==> src/rtl/core/bcbs_pkg.sv <==
package bcbs_pkg;

    // sample format of the correlation stream (Q1.15 at 16 bits)
    localparam int SAMPLE_BITS = 16;
    localparam int SLIP_LIMIT_DEF = 10;

    // register widths
    localparam int TICKS_W = 13;
    localparam int THRESH_W = 15;
    localparam int AVGW_W = 9;
    localparam int CFG_DATA_W = 15;
    localparam int CFG_IDX_W = 2;
    localparam int SKIP_W = 12;
    localparam int PRELOAD_W = 13;
    localparam int INDEX_W = 32;

    // signed width that holds a sample difference and the threshold
    localparam int CMP_W = ((SAMPLE_BITS > THRESH_W) ? SAMPLE_BITS : THRESH_W) + 2;
    // signed width used for skip and preload arithmetic
    localparam int CNT_W = 16;

    // register reset values
    localparam logic [TICKS_W-1:0] TICKS_RST = TICKS_W'(100);
    localparam logic [THRESH_W-1:0] THRESH_RST = THRESH_W'(6554);
    localparam logic [AVGW_W-1:0] AVGW_RST = AVGW_W'(10);

    // register indexes
    localparam logic [CFG_IDX_W-1:0] CFG_BLOCK_TICKS = 2'd0;
    localparam logic [CFG_IDX_W-1:0] CFG_THRESHOLD = 2'd1;
    localparam logic [CFG_IDX_W-1:0] CFG_AVG_WINDOW = 2'd2;

    typedef struct packed {
        logic                          first;
        logic signed [SAMPLE_BITS-1:0] corr_sample;
    } t_in_item;

    typedef struct packed {
        logic               bit_value;
        logic               end_of_stream;
        logic [INDEX_W-1:0] bit_index;
    } t_out_item;

    // skip reload: block_ticks - 3 + delta, clamped to 0..4095
    function automatic logic [SKIP_W-1:0] skip_base(
        input logic [TICKS_W-1:0] ticks,
        input logic signed [1:0]  delta
    );
        logic signed [CNT_W-1:0] s;
        s = $signed({{(CNT_W-TICKS_W){1'b0}}, ticks}) - CNT_W'(3)
            + CNT_W'(delta);
        if (s < 0) begin
            skip_base = '0;
        end else if (s > CNT_W'(4095)) begin
            skip_base = {SKIP_W{1'b1}};
        end else begin
            skip_base = s[SKIP_W-1:0];
        end
    endfunction

    // preload: block_ticks + avg_window/2 - 1, clamped to 0..8191
    function automatic logic [PRELOAD_W-1:0] preload_len(
        input logic [TICKS_W-1:0] ticks,
        input logic [AVGW_W-1:0]  avgw
    );
        logic signed [CNT_W-1:0] p;
        p = $signed({{(CNT_W-TICKS_W){1'b0}}, ticks})
            + $signed({{(CNT_W-AVGW_W+1){1'b0}}, avgw[AVGW_W-1:1]}) - CNT_W'(1);
        if (p < 0) begin
            preload_len = '0;
        end else if (p > CNT_W'(8191)) begin
            preload_len = {PRELOAD_W{1'b1}};
        end else begin
            preload_len = p[PRELOAD_W-1:0];
        end
    endfunction

endpackage

==> src/rtl/core/block_correlation_bit_slicer.sv <==
// Bit slicer for a block self-correlation stream. Each input transaction
// carries one averaged correlation sample (signed Q1.15). A transaction with
// first set restarts the stream: the block drops a preload of
// block_ticks + avg_window/2 - 1 samples, then repeatedly skips
// block_ticks - 3 samples and gathers an early, center and late sample. On
// the late sample one result transaction is produced: the center sample is
// sliced against the threshold and the previous level into a bit, and side
// peak dominance nudges the sample timing by one once the net vote count
// passes SLIP_LIMIT.
// An undecidable center gives a result with end_of_stream set, after which
// samples are dropped until the next first. Every sample is handled in the
// cycle it is accepted, by one pass of compare logic into the state and
// output registers, so one transaction is taken per clock; the output
// register stalls the input only while a result waits and i_out_ready is low.
// Configuration writes are taken at any time and should be made while idle.
module block_correlation_bit_slicer
    import bcbs_pkg::*;
#(
    parameter int SLIP_LIMIT = SLIP_LIMIT_DEF
) (
    input  logic                  i_clk,
    input  logic                  i_rst_n,
    input  logic                  i_in_valid,
    output logic                  o_in_ready,
    input  t_in_item              i_in_data,
    output logic                  o_out_valid,
    input  logic                  i_out_ready,
    output t_out_item             o_out_data,
    input  logic                  i_cfg_valid,
    output logic                  o_cfg_ready,
    input  logic [CFG_IDX_W-1:0]  i_cfg_index,
    input  logic [CFG_DATA_W-1:0] i_cfg_data
);

    localparam int SLIP_W = $clog2(SLIP_LIMIT + 2) + 1;
    localparam logic signed [SLIP_W-1:0] SLIP_HI = SLIP_W'(SLIP_LIMIT);
    localparam logic signed [SLIP_W-1:0] SLIP_LO = -SLIP_HI;

    // configuration registers
    logic [TICKS_W-1:0]  r_block_ticks;
    logic [THRESH_W-1:0] r_threshold;
    logic [AVGW_W-1:0]   r_avg_window;

    // stream state
    logic                          r_ended, n_ended;
    logic [PRELOAD_W-1:0]          r_preload, n_preload;
    logic [SKIP_W-1:0]             r_skip, n_skip;
    logic [1:0]                    r_fill, n_fill;
    logic signed [SAMPLE_BITS-1:0] r_early, n_early;
    logic signed [SAMPLE_BITS-1:0] r_center, n_center;
    logic signed [SLIP_W-1:0]      r_slip, n_slip;
    logic signed [SAMPLE_BITS-1:0] r_level, n_level;
    logic [INDEX_W-1:0]            r_bits, n_bits;

    // output register
    logic      r_out_valid;
    t_out_item r_out, n_out;
    logic      n_fire;

    logic in_acc;

    // step signals
    logic signed [SAMPLE_BITS-1:0] x;
    logic signed [CMP_W-1:0]       cx, cr, cl, cth;
    logic [SAMPLE_BITS:0]          a0, a1, a2;
    logic                          opp_ec, opp_cl;
    logic signed [1:0]             delta;

    assign o_cfg_ready = 1'b1;
    assign o_in_ready  = !r_out_valid || i_out_ready;
    assign in_acc      = i_in_valid && o_in_ready;
    assign o_out_valid = r_out_valid;
    assign o_out_data  = r_out;

    assign x = i_in_data.corr_sample;

    // configuration writes
    always_ff @(posedge i_clk) begin
        if (!i_rst_n) begin
            r_block_ticks <= TICKS_RST;
            r_threshold   <= THRESH_RST;
            r_avg_window  <= AVGW_RST;
        end else if (i_cfg_valid) begin
            case (i_cfg_index)
                CFG_BLOCK_TICKS: r_block_ticks <= i_cfg_data[TICKS_W-1:0];
                CFG_THRESHOLD:   r_threshold   <= i_cfg_data[THRESH_W-1:0];
                CFG_AVG_WINDOW:  r_avg_window  <= i_cfg_data[AVGW_W-1:0];
                default: ;
            endcase
        end
    end

    // per-sample step
    always_comb begin
        n_ended   = r_ended;
        n_preload = r_preload;
        n_skip    = r_skip;
        n_fill    = r_fill;
        n_early   = r_early;
        n_center  = r_center;
        n_slip    = r_slip;
        n_level   = r_level;
        n_bits    = r_bits;
        n_fire    = 1'b0;
        n_out     = r_out;
        delta     = 2'sd0;
        cx        = '0;
        cr        = '0;
        cl        = '0;
        cth       = '0;
        a0        = '0;
        a1        = '0;
        a2        = '0;
        opp_ec    = 1'b0;
        opp_cl    = 1'b0;

        if (in_acc) begin
            // restart before this sample
            if (i_in_data.first) begin
                n_ended   = 1'b0;
                n_preload = preload_len(r_block_ticks, r_avg_window);
                n_skip    = skip_base(r_block_ticks, 2'sd0);
                n_fill    = 2'd0;
                n_early   = '0;
                n_center  = '0;
                n_slip    = '0;
                n_level   = '0;
                n_bits    = '0;
            end

            if (n_ended) begin
                // stream inactive, drop sample
            end else if (n_preload != '0) begin
                n_preload = n_preload - PRELOAD_W'(1);
            end else if (n_skip != '0) begin
                n_skip = n_skip - SKIP_W'(1);
            end else if (n_fill == 2'd0) begin
                n_early = x;
                n_fill  = 2'd1;
            end else if (n_fill == 2'd1) begin
                n_center = x;
                n_fill   = 2'd2;
            end else begin
                // late sample: timing vote
                n_fill = 2'd0;
                opp_ec = (n_early < 0 && n_center > 0) || (n_early > 0 && n_center < 0);
                opp_cl = (n_center < 0 && x > 0) || (n_center > 0 && x < 0);
                a0 = n_early[SAMPLE_BITS-1] ? -{n_early[SAMPLE_BITS-1], n_early}
                                            : {1'b0, n_early};
                a1 = n_center[SAMPLE_BITS-1] ? -{n_center[SAMPLE_BITS-1], n_center}
                                             : {1'b0, n_center};
                a2 = x[SAMPLE_BITS-1] ? -{x[SAMPLE_BITS-1], x} : {1'b0, x};
                if (!opp_ec && !opp_cl) begin
                    if (a1 > a0 && a1 > a2) begin
                        // on time
                    end else if (a0 > a2) begin
                        n_slip = n_slip - SLIP_W'(1);
                    end else if (a0 < a2) begin
                        n_slip = n_slip + SLIP_W'(1);
                    end
                    if (n_slip > SLIP_HI) begin
                        n_slip = '0;
                        delta  = 2'sd1;
                    end else if (n_slip < SLIP_LO) begin
                        n_slip = '0;
                        delta  = -2'sd1;
                    end
                end
                n_skip = skip_base(r_block_ticks, delta);

                // slice the center sample
                cr  = CMP_W'(n_center);
                cl  = CMP_W'(n_level);
                cth = $signed({{(CMP_W-THRESH_W){1'b0}}, r_threshold});
                cx  = cl - cr;
                n_fire              = 1'b1;
                n_out.bit_index     = n_bits;
                n_out.end_of_stream = 1'b0;
                n_out.bit_value     = 1'b0;
                if (cr > cth) begin
                    n_out.bit_value = 1'b1;
                end else if (cr < -cth) begin
                    n_out.bit_value = 1'b0;
                end else if (cx > cth) begin
                    n_out.bit_value = 1'b1;
                end else if (-cx > cth) begin
                    n_out.bit_value = 1'b0;
                end else begin
                    n_out.end_of_stream = 1'b1;
                    n_ended             = 1'b1;
                end
                if (!n_out.end_of_stream) begin
                    n_level = n_center;
                    n_bits  = n_bits + INDEX_W'(1);
                end
            end
        end
    end

    // state registers
    always_ff @(posedge i_clk) begin
        if (!i_rst_n) begin
            r_ended   <= 1'b1;
            r_preload <= '0;
            r_skip    <= '0;
            r_fill    <= '0;
            r_early   <= '0;
            r_center  <= '0;
            r_slip    <= '0;
            r_level   <= '0;
            r_bits    <= '0;
        end else begin
            r_ended   <= n_ended;
            r_preload <= n_preload;
            r_skip    <= n_skip;
            r_fill    <= n_fill;
            r_early   <= n_early;
            r_center  <= n_center;
            r_slip    <= n_slip;
            r_level   <= n_level;
            r_bits    <= n_bits;
        end
    end

    // output register
    always_ff @(posedge i_clk) begin
        if (!i_rst_n) begin
            r_out_valid <= 1'b0;
        end else if (n_fire) begin
            r_out_valid <= 1'b1;
        end else if (i_out_ready) begin
            r_out_valid <= 1'b0;
        end
    end

    always_ff @(posedge i_clk) begin
        if (n_fire) begin
            r_out <= n_out;
        end
    end

endmodule
==> config.mk <==
export PLATFORM = sky130hd
export DESIGN_NAME = block_correlation_bit_slicer
export DESIGN_NICKNAME = d
export VERILOG_FILES = /design/src/rtl/core/bcbs_pkg.sv /design/src/rtl/core/block_correlation_bit_slicer.sv
export SDC_FILE = /design/constraint.sdc
export NUM_CORES = 1
export LEC_CHECK = 0
export ABC_AREA = 0
export ABC_CLOCK_PERIOD_IN_PS = 31200
export BUFFER_PORTS_ARGS = -buffer_cell sky130_fd_sc_hd__buf_2
export CAP_MARGIN = 20
export CORE_MARGIN = 2
export CORE_UTILIZATION = 69
export DETAILED_ROUTE_END_ITERATION = 7
export PLACE_DENSITY = 0.88
export SLEW_MARGIN = 20
export SYNTH_ARGS = -nofsm -noshare
export SYNTH_HDL_FRONTEND = slang
export SYNTH_SLANG_ARGS = --single-unit
==> constraint.sdc <==
create_clock -name i_clk -period 31.2 [get_ports i_clk]
set_input_delay 7.8 -clock i_clk [delete_from_list [all_inputs] [get_ports i_clk]]
set_output_delay 7.8 -clock i_clk [all_outputs]
set_load 0.03 [all_outputs]
After elaboration in Yosys (flattened, before gate mapping) --
Cells that the tools add are included.
Word-level totals: flip-flop bits (word level) 185, input bits 39, output and inout bits 37, logic and storage cells 195
Cells by class: mux-type cells 112, reductions and logical operators 22, bitwise gates (word level) 5, $lt $le $gt $ge 22, add/sub/neg operators 15, equality and inequality tests 3
Operator list (count):
- $mux W16 | 21
- $mux W32 | 8
- $mux W12 | 11
- $mux W5 | 20
- $mux W13 | 6
- $gt A17 B17 Y1 | 3
- $mux W17 | 3
- $neg A17 Y17 | 3
- $gt A16 B1 Y1 const B | 3
- $lt A16 B1 Y1 const B | 3
- $add A32 B1 Y32 const B | 1
- $mux W2 | 16
- $lt A15 B1 Y1 const B | 2
- $mux W1 | 27
- $gt A18 B16 Y1 | 1
- $lt A16 B18 Y1 | 1
- $neg A15 Y18 | 1
- $neg A17 Y18 | 1
- $gt A17 B16 Y1 | 1
- $lt A17 B17 Y1 | 1
- $sub A16 B16 Y17 | 1
- $gt A16 B16 Y1 | 1
- $add A14 B2 Y15 | 1
- $gt A15 B13 Y1 const B | 1
- other kinds (24) | 42

Depth between registers and ports, before layout --
Gate-level depths: netlist (run 1).
depth in word-level cells 36, gate-level depth with buffers 46, depth with buffers taken out 37

Worst setup path before layout (run 1) --
No wires, ideal clock.
kind input to register, start point input i_in_data[16] (netlist bit), end point register r_skip[5], data arrival time 16521 ps, data required time 31082 ps, stages on the path 46, setup time 118 ps, setup slack 14561 ps, buffers on the path 9, path through inv_1 -> clkbuf_1 -> buf_1 -> clkbuf_1 -> clkbuf_1 -> clkbuf_1 -> buf_1 -> nand2_1 -> ha_1 -> nand2b_1 -> nor4_1 -> nand2_1 -> nand2_1 -> xor2_1 -> nor2_1 -> inv_1 -> ha_1 -> and3_1 -> [10 not listed] -> and3_1 -> buf_4 -> o21ai_4 -> clkinv_2 -> buf_6 -> clkbuf_1 -> xnor2_1 -> ha_1 -> and3_1 -> a221o_1 -> a31o_1 -> o22ai_4 -> o211a_4 -> o211ai_2 -> and2_4 -> or4_4 -> a31oi_1 -> o21ai_1
Between the ends: word-level cells in the longest chain between the ends 34, elaborated cells between the ends (all ways) 74, those cells by class add/sub: 6; order compare: 12; eq/ne: 1; mux: 42; reduce/logical: 13
Ends and longest elaborated chain:
- start: declaration | line block_correlation_bit_slicer.sv:25 | input t_in_item i_in_data,
- $mux W16 | line block_correlation_bit_slicer.sv:119 | if (i_in_data.first) begin
- $mux W16 | line block_correlation_bit_slicer.sv:117 | if (in_acc) begin
- $neg A17 Y17 | line block_correlation_bit_slicer.sv:148 | a0 = n_early[SAMPLE_BITS-1] ? -{n_early[SAMPLE_BITS-1], n_early}
- $mux W17 | line block_correlation_bit_slicer.sv:148
- $lt A17 B17 Y1 | line block_correlation_bit_slicer.sv:158 | end else if (a0 < a2) begin
- $mux W5 | line block_correlation_bit_slicer.sv:158
- $mux W5 | line block_correlation_bit_slicer.sv:156 | end else if (a0 > a2) begin
- $mux W5 | line block_correlation_bit_slicer.sv:154 | if (a1 > a0 && a1 > a2) begin
- [18 not listed]
- $gt A15 B13 Y1 | line bcbs_pkg.sv:53 | end else if (s > CNT_W'(4095)) begin
- $mux W12 | line bcbs_pkg.sv:53
- $mux W12 | line bcbs_pkg.sv:51 | if (s < 0) begin
- $mux W12 | line block_correlation_bit_slicer.sv:140 | end else if (n_fill == 2'd1) begin
- $mux W12 | line block_correlation_bit_slicer.sv:137 | end else if (n_fill == 2'd0) begin
- $mux W12 | line block_correlation_bit_slicer.sv:135 | end else if (n_skip != '0) begin
- $mux W12 | line block_correlation_bit_slicer.sv:133 | end else if (n_preload != '0) begin
- $mux W12 (*) | line block_correlation_bit_slicer.sv:131 | if (n_ended) begin
- end signal: assignment | line block_correlation_bit_slicer.sv:215 | r_skip <= n_skip;
- end: declaration | line block_correlation_bit_slicer.sv:47 | logic [SKIP_W-1:0] r_skip, n_skip;
Every way passes the cells marked *; elsewhere a longest branch is shown, timed or not. The select of a mux whose other input is x is not followed. A chain may end at the register's enable or synchronous reset.

Final worst setup path (run 1) --
start point input i_in_data[16] (netlist bit), end point register r_skip[9]
Same word-level chain as after synthesis.

==> results of run 1 <==
cells by family after synthesis:
group,Yosys count
other,2
AO/OA/AOI/OAI,538
AND/OR/NAND/NOR,791
buffers and inverters,237
flip-flops,184
multiplexers,25
adder cells (fa/ha/maj),176
XOR/XNOR,128
worst register-to-register path: cells and delay by family, from the launching register on:
kind	cells	cell delay, ns
xor+xnor	1	0.09
simple gates	17	3.64
mux	1	0.10
fa+ha+maj	3	1.15
buf+inv	1	0.44
flops	1	0.37
compound gates	12	2.64
worst max-delay path by stage:
stage                                        end  slack (ns)  depth (start not counted)
after floorplan           r_skip[5]$_SDFFE_PN0P_       14.56                         46
after global placement    r_skip[5]$_SDFFE_PN0P_       14.73                         38
after detailed placement  r_skip[9]$_SDFFE_PN0P_       14.50                         37
after CTS                 r_skip[9]$_SDFFE_PN0P_       14.91                         38
after global routing      r_skip[9]$_SDFFE_PN0P_       13.97                         37
final                     r_skip[9]$_SDFFE_PN0P_       14.75                         37
power by group through the flow:
stage               clock network, mW  registers (mW)  logic [mW]
floorplan                           0           0.255       0.103
global placement                    0           0.256       0.131
detailed placement                  0           0.257       0.134
CTS                             0.236           0.251       0.136
global route                    0.245           0.252       0.153
finish                          0.237           0.251       0.140
through the flow:
stage / std cells / util (%) / hold slack (ns) / instance area [um^2] / setup WS [ns]
after detailed placement: 2404 / 72.6 / 0.434 / 17000 / 14.50
after floorplan: 2086 / - / 0.417 / 16600 / 14.56
final: 2436 / 75.4 / 0.454 / 17700 / 14.75
after global routing: 2436 / 75.4 / 0.475 / 17700 / 13.97
after CTS: 2436 / 75.3 / 0.453 / 17700 / 14.91
after global placement: 2404 / 72.6 / 0.427 / 17000 / 14.73
flip-flops by register name (all words and copies together) (netlist names):
name / count
o_out_data: 34
o_out_valid: 1
r_avg_window: 8
r_bits: 32
r_block_ticks: 13
r_center: 16
r_early: 16
r_ended: 1
r_fill: 2
r_level: 16
r_preload: 13
r_skip: 12
r_slip: 5
r_threshold: 15
area by class of cell:
type | count | share of cell area (%)
inverters | 153 | 3.26
flip-flops and latches | 184 | 22.7
multi-input cells | 1665 | 65.6
repair buffers | 83 | 2.50
clock buffers | 17 | 2.40
well taps | 319 | 2.25
clock inverters | 15 | 1.24
synthesized netlist by cell type (49+ instances only):
| library cell | number |
|---|---|
| xor2_1 | 49 |
| nand2_1 | 232 |
| nor2b_1 | 112 |
| dfxtp_1 | 150 |
| xnor2_1 | 78 |
| ha_1 | 172 |
| nand3_1 | 50 |
| clkbuf_1 | 61 |
| o21ai_0 | 89 |
| inv_1 | 151 |
| a21oi_1 | 100 |
| nor2_1 | 129 |
layer usage:
metal	global-route usage, %	vias up
met4	13.4	0
li1	-	7538
met1	47.5	7473
met3	5.41	119
met2	57.6	770
met5	0	-
==> flow_summary.html, run 1 <==
<table>
<tr><th>Metric</th><th>Value</th></tr>
<tr><th colspan="2">Die</th></tr>
<tr><td>Starting utilization of the core area</td><td>70.5%</td></tr>
<tr><td>Core area</td><td>approximately 23000 um^2</td></tr>
<tr><td>Width of the chip</td><td>between 150 and 200 um</td></tr>
<tr><td>Area of the die</td><td>25200 um^2</td></tr>
<tr><td>DIE HEIGHT</td><td>159 um</td></tr>
<tr><td>Site Rows</td><td>56</td></tr>
<tr><td>Number of top-level pins</td><td>76</td></tr>
<tr><th colspan="2">Placed design</th></tr>
<tr><td>Number of buffers inserted by port buffering</td><td>74</td></tr>
<tr><td>Placer Congestion</td><td>a little under 1</td></tr>
<tr><td>Detailed placement HPWL</td><td>33.4 mm</td></tr>
<tr><th colspan="2">Hold path</th></tr>
<tr><td>Class of the most critical hold timing path</td><td>reg -&gt; reg</td></tr>
<tr><td>Worst Hold End</td><td>r_level[6]$_SDFFE_PN0P_</td></tr>
<tr><td>Beginning of the worst hold path</td><td>r_level[6]$_SDFFE_PN0P_</td></tr>
<tr><td>Cell count of the worst hold path</td><td>2</td></tr>
<tr><th colspan="2">Clocking</th></tr>
<tr><td>Number of gates resized after cts</td><td>0</td></tr>
<tr><td>H-tree level count</td><td>4</td></tr>
<tr><td>Count of buffers added by post-CTS timing repair for setup</td><td>0</td></tr>
<tr><td>Number of buffers inserted during clock tree synthesis</td><td>17</td></tr>
<tr><td>Latest clock arrival within the worst-skew pair</td><td>roughly 0.45 ns</td></tr>
<tr><td>Clock-pin transition on the worst setup and hold timing paths</td><td>about 0.090 ns</td></tr>
<tr><td>Hold-fix buffers at CTS</td><td>0</td></tr>
<tr><td>CTS tree</td><td>yes</td></tr>
<tr><td>Clk Tree Root Cell</td><td>clkbuf_16</td></tr>
<tr><td>Clock Tree Buf Depth</td><td>2</td></tr>
<tr><td>Sink count of the clock tree</td><td>184</td></tr>
<tr><th colspan="2">Synth</th></tr>
<tr><td>Yosys cell types</td><td>approximately 120</td></tr>
<tr><td>Number of synthesized register bits</td><td>184</td></tr>
<tr><td>Mean Syn Cell Area</td><td>~8 um^2</td></tr>
<tr><td>Area fraction in compound gates after synthesis</td><td>between 20% and 30%</td></tr>
<tr><td>Adder and majority cell fraction of the synthesized area</td><td>a little over an eighth</td></tr>
<tr><td>Largest cells by area after synthesis</td><td>dfxtp_1 (18%), ha_1 (13%), edfxtp_1 (6.2%), nand2_1 (5.3%), nor2b_1 (4.2%)</td></tr>
<tr><td>Proportion of synthesized chip area in sequential cells</td><td>about a quarter</td></tr>
<tr><td>Share of Yosys cell area claimed by the top area cell type</td><td>18.2%</td></tr>
<tr><td>Async SR Flop Fraction</td><td>0%</td></tr>
<tr><td>Count of yosys warnings during synthesis</td><td>0</td></tr>
<tr><td>Post-synthesis cell type with the largest combined area</td><td>dfxtp_1</td></tr>
<tr><td>Syn Inst Count</td><td>about 2100</td></tr>
<tr><td>Number of flops mapped to enable cells by yosys</td><td>34</td></tr>
<tr><td>Simple-gate share of the synthesized area</td><td>25.2%</td></tr>
<tr><td>Post-Syn Area</td><td>approximately 17000 um^2</td></tr>
<tr><td>Main combinational cell family by area after synthesis</td><td>simple AND/OR/NAND/NOR gates</td></tr>
<tr><td>Share of synthesized area spent on multiplexers</td><td>roughly 1.6%</td></tr>
<tr><td>Synth Flop Type</td><td>dfxtp_1</td></tr>
<tr><td>Synthesized-area fraction occupied by xor and xnor cells</td><td>~6.8%</td></tr>
<tr><th colspan="2">Global route</th></tr>
<tr><td>Pin count of the biggest net entering global routing</td><td>between 100 and 150</td></tr>
<tr><td>GRT Util Overall</td><td>35.4%</td></tr>
<tr><td>Initial antenna violation count</td><td>0</td></tr>
<tr><td>Via count of the first global-routing pass</td><td>around 15000</td></tr>
<tr><td>Leftover overflow at the end of global routing</td><td>0</td></tr>
<tr><td>First-pass GRT wire length</td><td>around 74 mm</td></tr>
<tr><th colspan="2">STA</th></tr>
<tr><td>Slew Limit Headroom</td><td>30.8%</td></tr>
<tr><td>Final hold violation count</td><td>0</td></tr>
<tr><td>Max Clock Skew</td><td>0.0183 ns</td></tr>
<tr><td>Setup TNS</td><td>0 ns</td></tr>
<tr><td>Final setup violation count</td><td>0</td></tr>
<tr><td>Number of max-slew violations in the final report</td><td>0</td></tr>
<tr><td>Final critical path time including I/O delays and setup</td><td>between 15 and 20 ns</td></tr>
<tr><td>Actual slew at the worst max-slew pin</td><td>1.04 ns</td></tr>
<tr><td>Final worst-path cycle share</td><td>a little over half</td></tr>
<tr><td>Unrepaired setup endpoints after global routing</td><td>false</td></tr>
<tr><td>Upper clock frequency limit</td><td>60.8 MHz</td></tr>
<tr><th colspan="2">Final layout</th></tr>
<tr><td>Most frequent cells in the layout</td><td>nand2_1 (231), ha_1 (172), dfxtp_1 (150), inv_1 (149), nor2_1 (129)</td></tr>
<tr><td>Inserted Diodes</td><td>0</td></tr>
<tr><td>Filler cells</td><td>roughly 1700</td></tr>
<tr><td>Sequential cell area</td><td>4020 um^2</td></tr>
<tr><td>Number of nets at the end of the flow</td><td>approximately 2300</td></tr>
<tr><td>Share of cells above drive strength 1</td><td>a little under a tenth</td></tr>
<tr><td>Post-synthesis to final-layout area growth</td><td>7.00%</td></tr>
<tr><td>Multi-input gate area</td><td>approximately 12000 um^2</td></tr>
<tr><td>Most common cell after layout, fill and taps aside</td><td>nand2_1</td></tr>
<tr><th colspan="2">Routing</th></tr>
<tr><td>Number of vias per cell</td><td>approximately 6.5</td></tr>
<tr><td>First drt pass iteration count</td><td>6</td></tr>
<tr><td>Total detailed-routing wirelength</td><td>around 46 mm</td></tr>
<tr><td>DRC violations left</td><td>0</td></tr>
<tr><td>WL met2</td><td>20.6 mm</td></tr>
<tr><td>Met1 Routed Length</td><td>19.6 mm</td></tr>
<tr><td>Top Layer Used</td><td>met4</td></tr>
<tr><td>Vias</td><td>approximately 16000</td></tr>
<tr><td>Number of DRC violations after detailed-routing iteration 0</td><td>between 1500 and 2000</td></tr>
<tr><td>Count of nets left with antenna violations after detail routing</td><td>0</td></tr>
<tr><td>Average wire per standard cell</td><td>roughly 19 um</td></tr>
<tr><td>Met3 Routed Length</td><td>4.09 mm</td></tr>
<tr><th colspan="2">Worst setup path</th></tr>
<tr><td>Startpoint of the worst-slack reg-to-reg timing path</td><td>r_early[3]$_SDFFE_PN0P_</td></tr>
<tr><td>Largest fanout on the critical path</td><td>a little under 60</td></tr>
<tr><td>Startpoint types</td><td>input pin</td></tr>
<tr><td>Reg-to-reg slack, setup</td><td>between 20 and 25 ns</td></tr>
<tr><td>Highest-delay cell along the critical path</td><td>or4_1</td></tr>
<tr><td>R2R cell count</td><td>35</td></tr>
<tr><td>Req. time, crit path</td><td>31.55 ns</td></tr>
<tr><td>Slowest Stage Delay on Critical Path</td><td>approximately 0.53 ns</td></tr>
<tr><td>Worst flop-to-flop path endpoint</td><td>r_skip[9]$_SDFFE_PN0P_</td></tr>
<tr><td>Worst setup path startpoint</td><td>i_in_data[16]</td></tr>
<tr><td>Crit. End Element</td><td>register</td></tr>
<tr><td>Critical path start-end classification</td><td>in -&gt; reg</td></tr>
<tr><td>Crit path arrival time</td><td>~17 ns</td></tr>
<tr><td>Worst path buffer plus inverter count</td><td>4</td></tr>
<tr><td>Largest delay contributor family on the critical path</td><td>simple AND/OR/NAND/NOR gates</td></tr>
<tr><th colspan="2">Power</th></tr>
<tr><td>Total leakage power</td><td>~7.7 nW</td></tr>
<tr><td>Design Power</td><td>around 0.63 mW</td></tr>
<tr><td>Power share of the clock group</td><td>37.7%</td></tr>
<tr><td>Net switching share of the total power</td><td>approximately 34%</td></tr>
<tr><td>Power density over cell area</td><td>around 35 nW/um^2</td></tr>
<tr><td>Internal power component</td><td>approximately 0.4 mW</td></tr>
<tr><td>Maximum vdd drop</td><td>roughly 34 uV</td></tr>
<tr><td>Sequential power share</td><td>about two fifths</td></tr>
<tr><td>Logic gate share of total power</td><td>between 20% and 30%</td></tr>
<tr><td>Switch Pwr</td><td>about 0.22 mW</td></tr>
<tr><th colspan="2">Run</th></tr>
<tr><td>Max-Cap Viols</td><td>0</td></tr>
<tr><th colspan="2">Status</th></tr>
<tr><td>Run status</td><td>completed</td></tr>
</table>
(Power assumes the default switching activity.)
==> run 2, diff against run 1 <==
--- a/config.mk
+++ b/config.mk
@@ -5,14 +5,14 @@
 export SDC_FILE = /design/constraint.sdc
 export NUM_CORES = 1
 export LEC_CHECK = 0
-export ABC_AREA = 0
-export ABC_CLOCK_PERIOD_IN_PS = 31200
+export ABC_AREA = 1
+export ABC_CLOCK_PERIOD_IN_PS = 13400
 export BUFFER_PORTS_ARGS = -buffer_cell sky130_fd_sc_hd__buf_2
 export CAP_MARGIN = 20
 export CORE_MARGIN = 2
-export CORE_UTILIZATION = 69
+export CORE_UTILIZATION = 58
 export DETAILED_ROUTE_END_ITERATION = 7
-export PLACE_DENSITY = 0.88
+export PLACE_DENSITY = 0.79
 export SLEW_MARGIN = 20
 export SYNTH_ARGS = -nofsm -noshare
 export SYNTH_HDL_FRONTEND = slang
==> constraint.sdc (replaced) <==
create_clock -name i_clk -period 13.4 [get_ports i_clk]
set_input_delay 3.35 -clock i_clk [delete_from_list [all_inputs] [get_ports i_clk]]
set_output_delay 3.35 -clock i_clk [all_outputs]
set_load 0.03 [all_outputs]
==> run 2 against run 1 <==
Against the previous run: the flow now finishes with violations (design-rule violations); core utilization fell by 13 points; global-route usage decreased by 4.2 points; setup slack lost 12 ns; clock skew fell by 0.0022 ns; hold slack improved by 0.015 ns; largest power group is now combinational logic.
==> flow_summary.html, run 2 <==
<table>
<tr><th>Metric</th><th>Value</th></tr>
<tr><th colspan="2">Status</th></tr>
<tr><td>Run status</td><td>finished with violations</td></tr>
<tr><td>Violations in the final reports</td><td>design-rule violations</td></tr>
<tr><th colspan="2">STA</th></tr>
<tr><td>Final setup violation count</td><td>0</td></tr>
<tr><td>Setup TNS</td><td>0 ns</td></tr>
<tr><td>Final critical path time including I/O delays and setup</td><td>~10 ns</td></tr>
<tr><td>Final worst-path cycle share</td><td>77.2%</td></tr>
<tr><td>Final hold violation count</td><td>0</td></tr>
<tr><td>Actual slew at the worst max-slew pin</td><td>about 1.1 ns</td></tr>
<tr><td>Least setup slack across all paths after layout</td><td>slightly above 3 ns</td></tr>
<tr><td>Upper clock frequency limit</td><td>96.7 MHz</td></tr>
<tr><td>Unrepaired setup endpoints after global routing</td><td>false</td></tr>
<tr><td>Max Clock Skew</td><td>0.0161 ns</td></tr>
<tr><td>Fin Hold WS</td><td>around 0.47 ns</td></tr>
<tr><td>Slew Limit Headroom</td><td>between 20 and 25%</td></tr>
<tr><td>Number of max-slew violations in the final report</td><td>0</td></tr>
<tr><th colspan="2">Worst setup path</th></tr>
<tr><td>Reg-to-reg slack, setup</td><td>approximately 6.2 ns</td></tr>
<tr><td>CP most frequent cell</td><td>nand3_1</td></tr>
<tr><td>Crit path arrival time</td><td>between 10 and 15 ns</td></tr>
<tr><td>Startpoint types</td><td>input pin</td></tr>
<tr><td>Worst flop-to-flop path endpoint</td><td>r_skip[9]$_SDFFE_PN0P_</td></tr>
<tr><td>Largest fanout on the critical path</td><td>60</td></tr>
<tr><td>Highest-delay cell along the critical path</td><td>buf_4</td></tr>
<tr><td>Startpoint of the worst-slack reg-to-reg timing path</td><td>r_center[0]$_SDFFE_PN0P_</td></tr>
<tr><td>Critical path start-end classification</td><td>in -&gt; reg</td></tr>
<tr><td>Slowest Stage Delay on Critical Path</td><td>roughly 0.63 ns</td></tr>
<tr><td>Crit. End Element</td><td>register</td></tr>
<tr><td>Req. time, crit path</td><td>between 10 and 15 ns</td></tr>
<tr><td>R2R cell count</td><td>41</td></tr>
<tr><th colspan="2">Die</th></tr>
<tr><td>Width of the chip</td><td>177 um</td></tr>
<tr><td>Core area</td><td>29500 um^2</td></tr>
<tr><td>Site Rows</td><td>63</td></tr>
<tr><td>Area of the die</td><td>around 31000 um^2</td></tr>
<tr><td>DIE HEIGHT</td><td>177 um</td></tr>
<tr><td>Number of top-level pins</td><td>76</td></tr>
<tr><td>Starting utilization of the core area</td><td>between 50% and 60%</td></tr>
<tr><th colspan="2">Clocking</th></tr>
<tr><td>Hold-fix buffers at CTS</td><td>0</td></tr>
<tr><td>CTS tree</td><td>yes</td></tr>
<tr><td>Number of gates resized after cts</td><td>0</td></tr>
<tr><td>Number of buffers inserted during clock tree synthesis</td><td>17</td></tr>
<tr><td>Sink count of the clock tree</td><td>~180</td></tr>
<tr><td>Clock-pin transition on the worst setup and hold timing paths</td><td>0.07 ns</td></tr>
<tr><td>H-tree level count</td><td>4</td></tr>
<tr><td>Count of buffers added by post-CTS timing repair for setup</td><td>0</td></tr>
<tr><td>Clk Tree Root Cell</td><td>clkbuf_16</td></tr>
<tr><td>Clock Tree Buf Depth</td><td>2</td></tr>
<tr><td>Latest clock arrival within the worst-skew pair</td><td>roughly 0.47 ns</td></tr>
<tr><th colspan="2">Power</th></tr>
<tr><td>Total leakage power</td><td>roughly 9.1 nW</td></tr>
<tr><td>Power density over cell area</td><td>approximately 97 nW/um^2</td></tr>
<tr><td>Design Power</td><td>between 1.5 and 2 mW</td></tr>
<tr><td>Maximum vdd drop</td><td>98.8 uV</td></tr>
<tr><th colspan="2">Synth</th></tr>
<tr><td>Post-synthesis cell type with the largest combined area</td><td>dfxtp_1</td></tr>
<tr><td>Async SR Flop Fraction</td><td>0%</td></tr>
<tr><td>Count of yosys warnings during synthesis</td><td>0</td></tr>
<tr><td>Syn Inst Count</td><td>between 2000 and 3000</td></tr>
<tr><td>Most numerous cell types in the synthesized netlist</td><td>nand2_1 (610), inv_1 (407), a21oi_1 (264)</td></tr>
<tr><td>Mean Syn Cell Area</td><td>~6.5 um^2</td></tr>
<tr><td>Number of flops mapped to enable cells by yosys</td><td>34</td></tr>
<tr><td>Number of synthesized register bits</td><td>184</td></tr>
<tr><td>Synth Flop Type</td><td>dfxtp_1</td></tr>
<tr><td>Post-Syn Area</td><td>17300 um^2</td></tr>
<tr><td>Largest cells by area after synthesis</td><td>dfxtp_1 (17%), nand2_1 (13%), ha_1 (12%), inv_1 (8.8%), a21oi_1 (7.6%)</td></tr>
<tr><td>Yosys cell types</td><td>68</td></tr>
<tr><td>Share of Yosys cell area claimed by the top area cell type</td><td>17.4%</td></tr>
<tr><td>Proportion of synthesized chip area in sequential cells</td><td>23.3%</td></tr>
<tr><td>Most frequent cell after synthesis</td><td>nand2_1</td></tr>
<tr><th colspan="2">Global route</th></tr>
<tr><td>First-pass GRT wire length</td><td>slightly below 80 mm</td></tr>
<tr><td>Pin count of the biggest net entering global routing</td><td>around 110</td></tr>
<tr><td>GRT Util Overall</td><td>between 30 and 40%</td></tr>
<tr><td>Leftover overflow at the end of global routing</td><td>0</td></tr>
<tr><td>Via count of the first global-routing pass</td><td>roughly 16000</td></tr>
<tr><td>Initial antenna violation count</td><td>0</td></tr>
<tr><th colspan="2">Final layout</th></tr>
<tr><td>Post-synthesis to final-layout area growth</td><td>6.72%</td></tr>
<tr><td>Post-route cell area</td><td>18400 um^2</td></tr>
<tr><td>Non-filler cells in the finished layout</td><td>around 3000</td></tr>
<tr><td>Share of cells above drive strength 1</td><td>between 8 and 9%</td></tr>
<tr><td>Most frequent cells in the layout</td><td>nand2_1 (608), inv_1 (405), a21oi_1 (264), nor2_1 (216), ha_1 (172)</td></tr>
<tr><td>Final core utilization</td><td>around 63%</td></tr>
<tr><td>Most common cell after layout, fill and taps aside</td><td>nand2_1</td></tr>
<tr><td>Inserted Diodes</td><td>0</td></tr>
<tr><td>Max FFs per register</td><td>34</td></tr>
<tr><td>Number of nets at the end of the flow</td><td>between 2000 and 3000</td></tr>
<tr><th colspan="2">Routing</th></tr>
<tr><td>Number of DRC violations after detailed-routing iteration 0</td><td>1643</td></tr>
<tr><td>Total detailed-routing wirelength</td><td>between 40 and 50 mm</td></tr>
<tr><td>First drt pass iteration count</td><td>8</td></tr>
<tr><td>Average wire per standard cell</td><td>15.9 um</td></tr>
<tr><td>DRC violations left</td><td>2</td></tr>
<tr><td>Vias</td><td>between 15000 and 20000</td></tr>
<tr><td>Count of nets left with antenna violations after detail routing</td><td>0</td></tr>
<tr><td>Number of vias per cell</td><td>roughly 5.7</td></tr>
<tr><th colspan="2">Hold path</th></tr>
<tr><td>Class of the most critical hold timing path</td><td>reg -&gt; reg</td></tr>
<tr><td>Beginning of the worst hold path</td><td>r_level[6]$_SDFFE_PN0P_</td></tr>
<tr><td>Worst Hold End</td><td>r_level[6]$_SDFFE_PN0P_</td></tr>
<tr><td>Cell count of the worst hold path</td><td>2</td></tr>
<tr><th colspan="2">Placed design</th></tr>
<tr><td>Area post-placement</td><td>between 15000 and 20000 um^2</td></tr>
<tr><td>Dpl cells</td><td>3056</td></tr>
<tr><td>Detailed placement HPWL</td><td>roughly 37 mm</td></tr>
<tr><td>Placer Congestion</td><td>around 0.95</td></tr>
<tr><td>Worst setup timing slack at the placement stage</td><td>between 2 and 3 ns</td></tr>
<tr><td>Number of buffers inserted by port buffering</td><td>74</td></tr>
<tr><th colspan="2">Run</th></tr>
<tr><td>Max-Cap Viols</td><td>0</td></tr>
</table>
-- run 2: cell types whose count changed after synthesis, moves of 87 or more --
| cell | previous run | this run |
|---|---|---|
| nand3_1 | 50 | 139 |
| a21oi_1 | 100 | 264 |
| nand2_1 | 232 | 610 |
| nor2_1 | 129 | 216 |
| nor2b_1 | 112 | 0 |
| inv_1 | 151 | 407 |
-- run 2: report_power, final --
group	total [mW]	internal (mW)	switching, mW
Clock	0.532	0.267	0.265
Combinational	0.659	0.214	0.444
Sequential	0.595	0.580	0.0145
Total	1.79	1.06	0.724
-- run 2: kinds of logic (layout without fill, tap and decap cells) --
kind of cell / after synthesis / count (layout) / synth area share, %
AND/OR/NAND/NOR: 1153 / 1153 / 29.8
XOR/XNOR: 99 / 99 / 5.06
other: 2 / 7 / 0.0435
AO/OA/AOI/OAI: 536 / 536 / 17.3
buffers and inverters: 509 / 541 / 11.5
adder cells (fa/ha/maj): 174 / 174 / 12.7
flip-flops: 184 / 184 / 23.3
multiplexers: 4 / 4 / 0.232
-- run 2: worst max-delay path by stage --
stage	slack, ns	start	to
after floorplan	4.07	i_in_data[16]	r_skip[9]$_SDFFE_PN0P_
after global placement	3.00	i_in_data[16]	r_skip[9]$_SDFFE_PN0P_
after detailed placement	2.75	i_in_data[16]	r_skip[9]$_SDFFE_PN0P_
after CTS	3.18	i_in_data[16]	r_skip[9]$_SDFFE_PN0P_
after global routing	2.19	i_in_data[16]	r_skip[4]$_SDFFE_PN0P_
final	3.05	i_in_data[16]	r_skip[9]$_SDFFE_PN0P_
-- run 2: area by class of cell --
class,count,area (um^2)
Tap cell,390,488
Inverter,428,1610
Clock inverter,15,179
Clock buffer,17,425
Fill cell,2836,11000
Sequential cell,184,4020
Timing Repair Buffer,81,423
Multi-Input combinational cell,1973,11300
-- run 2: worst max-delay path, delay by kind of cell --
family,cells,cell delay [ns]
simple gates,29,4.28
buf+inv,6,1.41
fa+ha+maj,3,0.87
compound gates,4,0.76
-- run 2: metal layers --
metal	up-vias	GRT usage, %	part of all wire, %
met5	-	0	0
met4	0	15.7	4.1
met3	136	5.15	6.8
met2	688	52.1	47
met1	8089	38.9	42
li1	8750	-	-
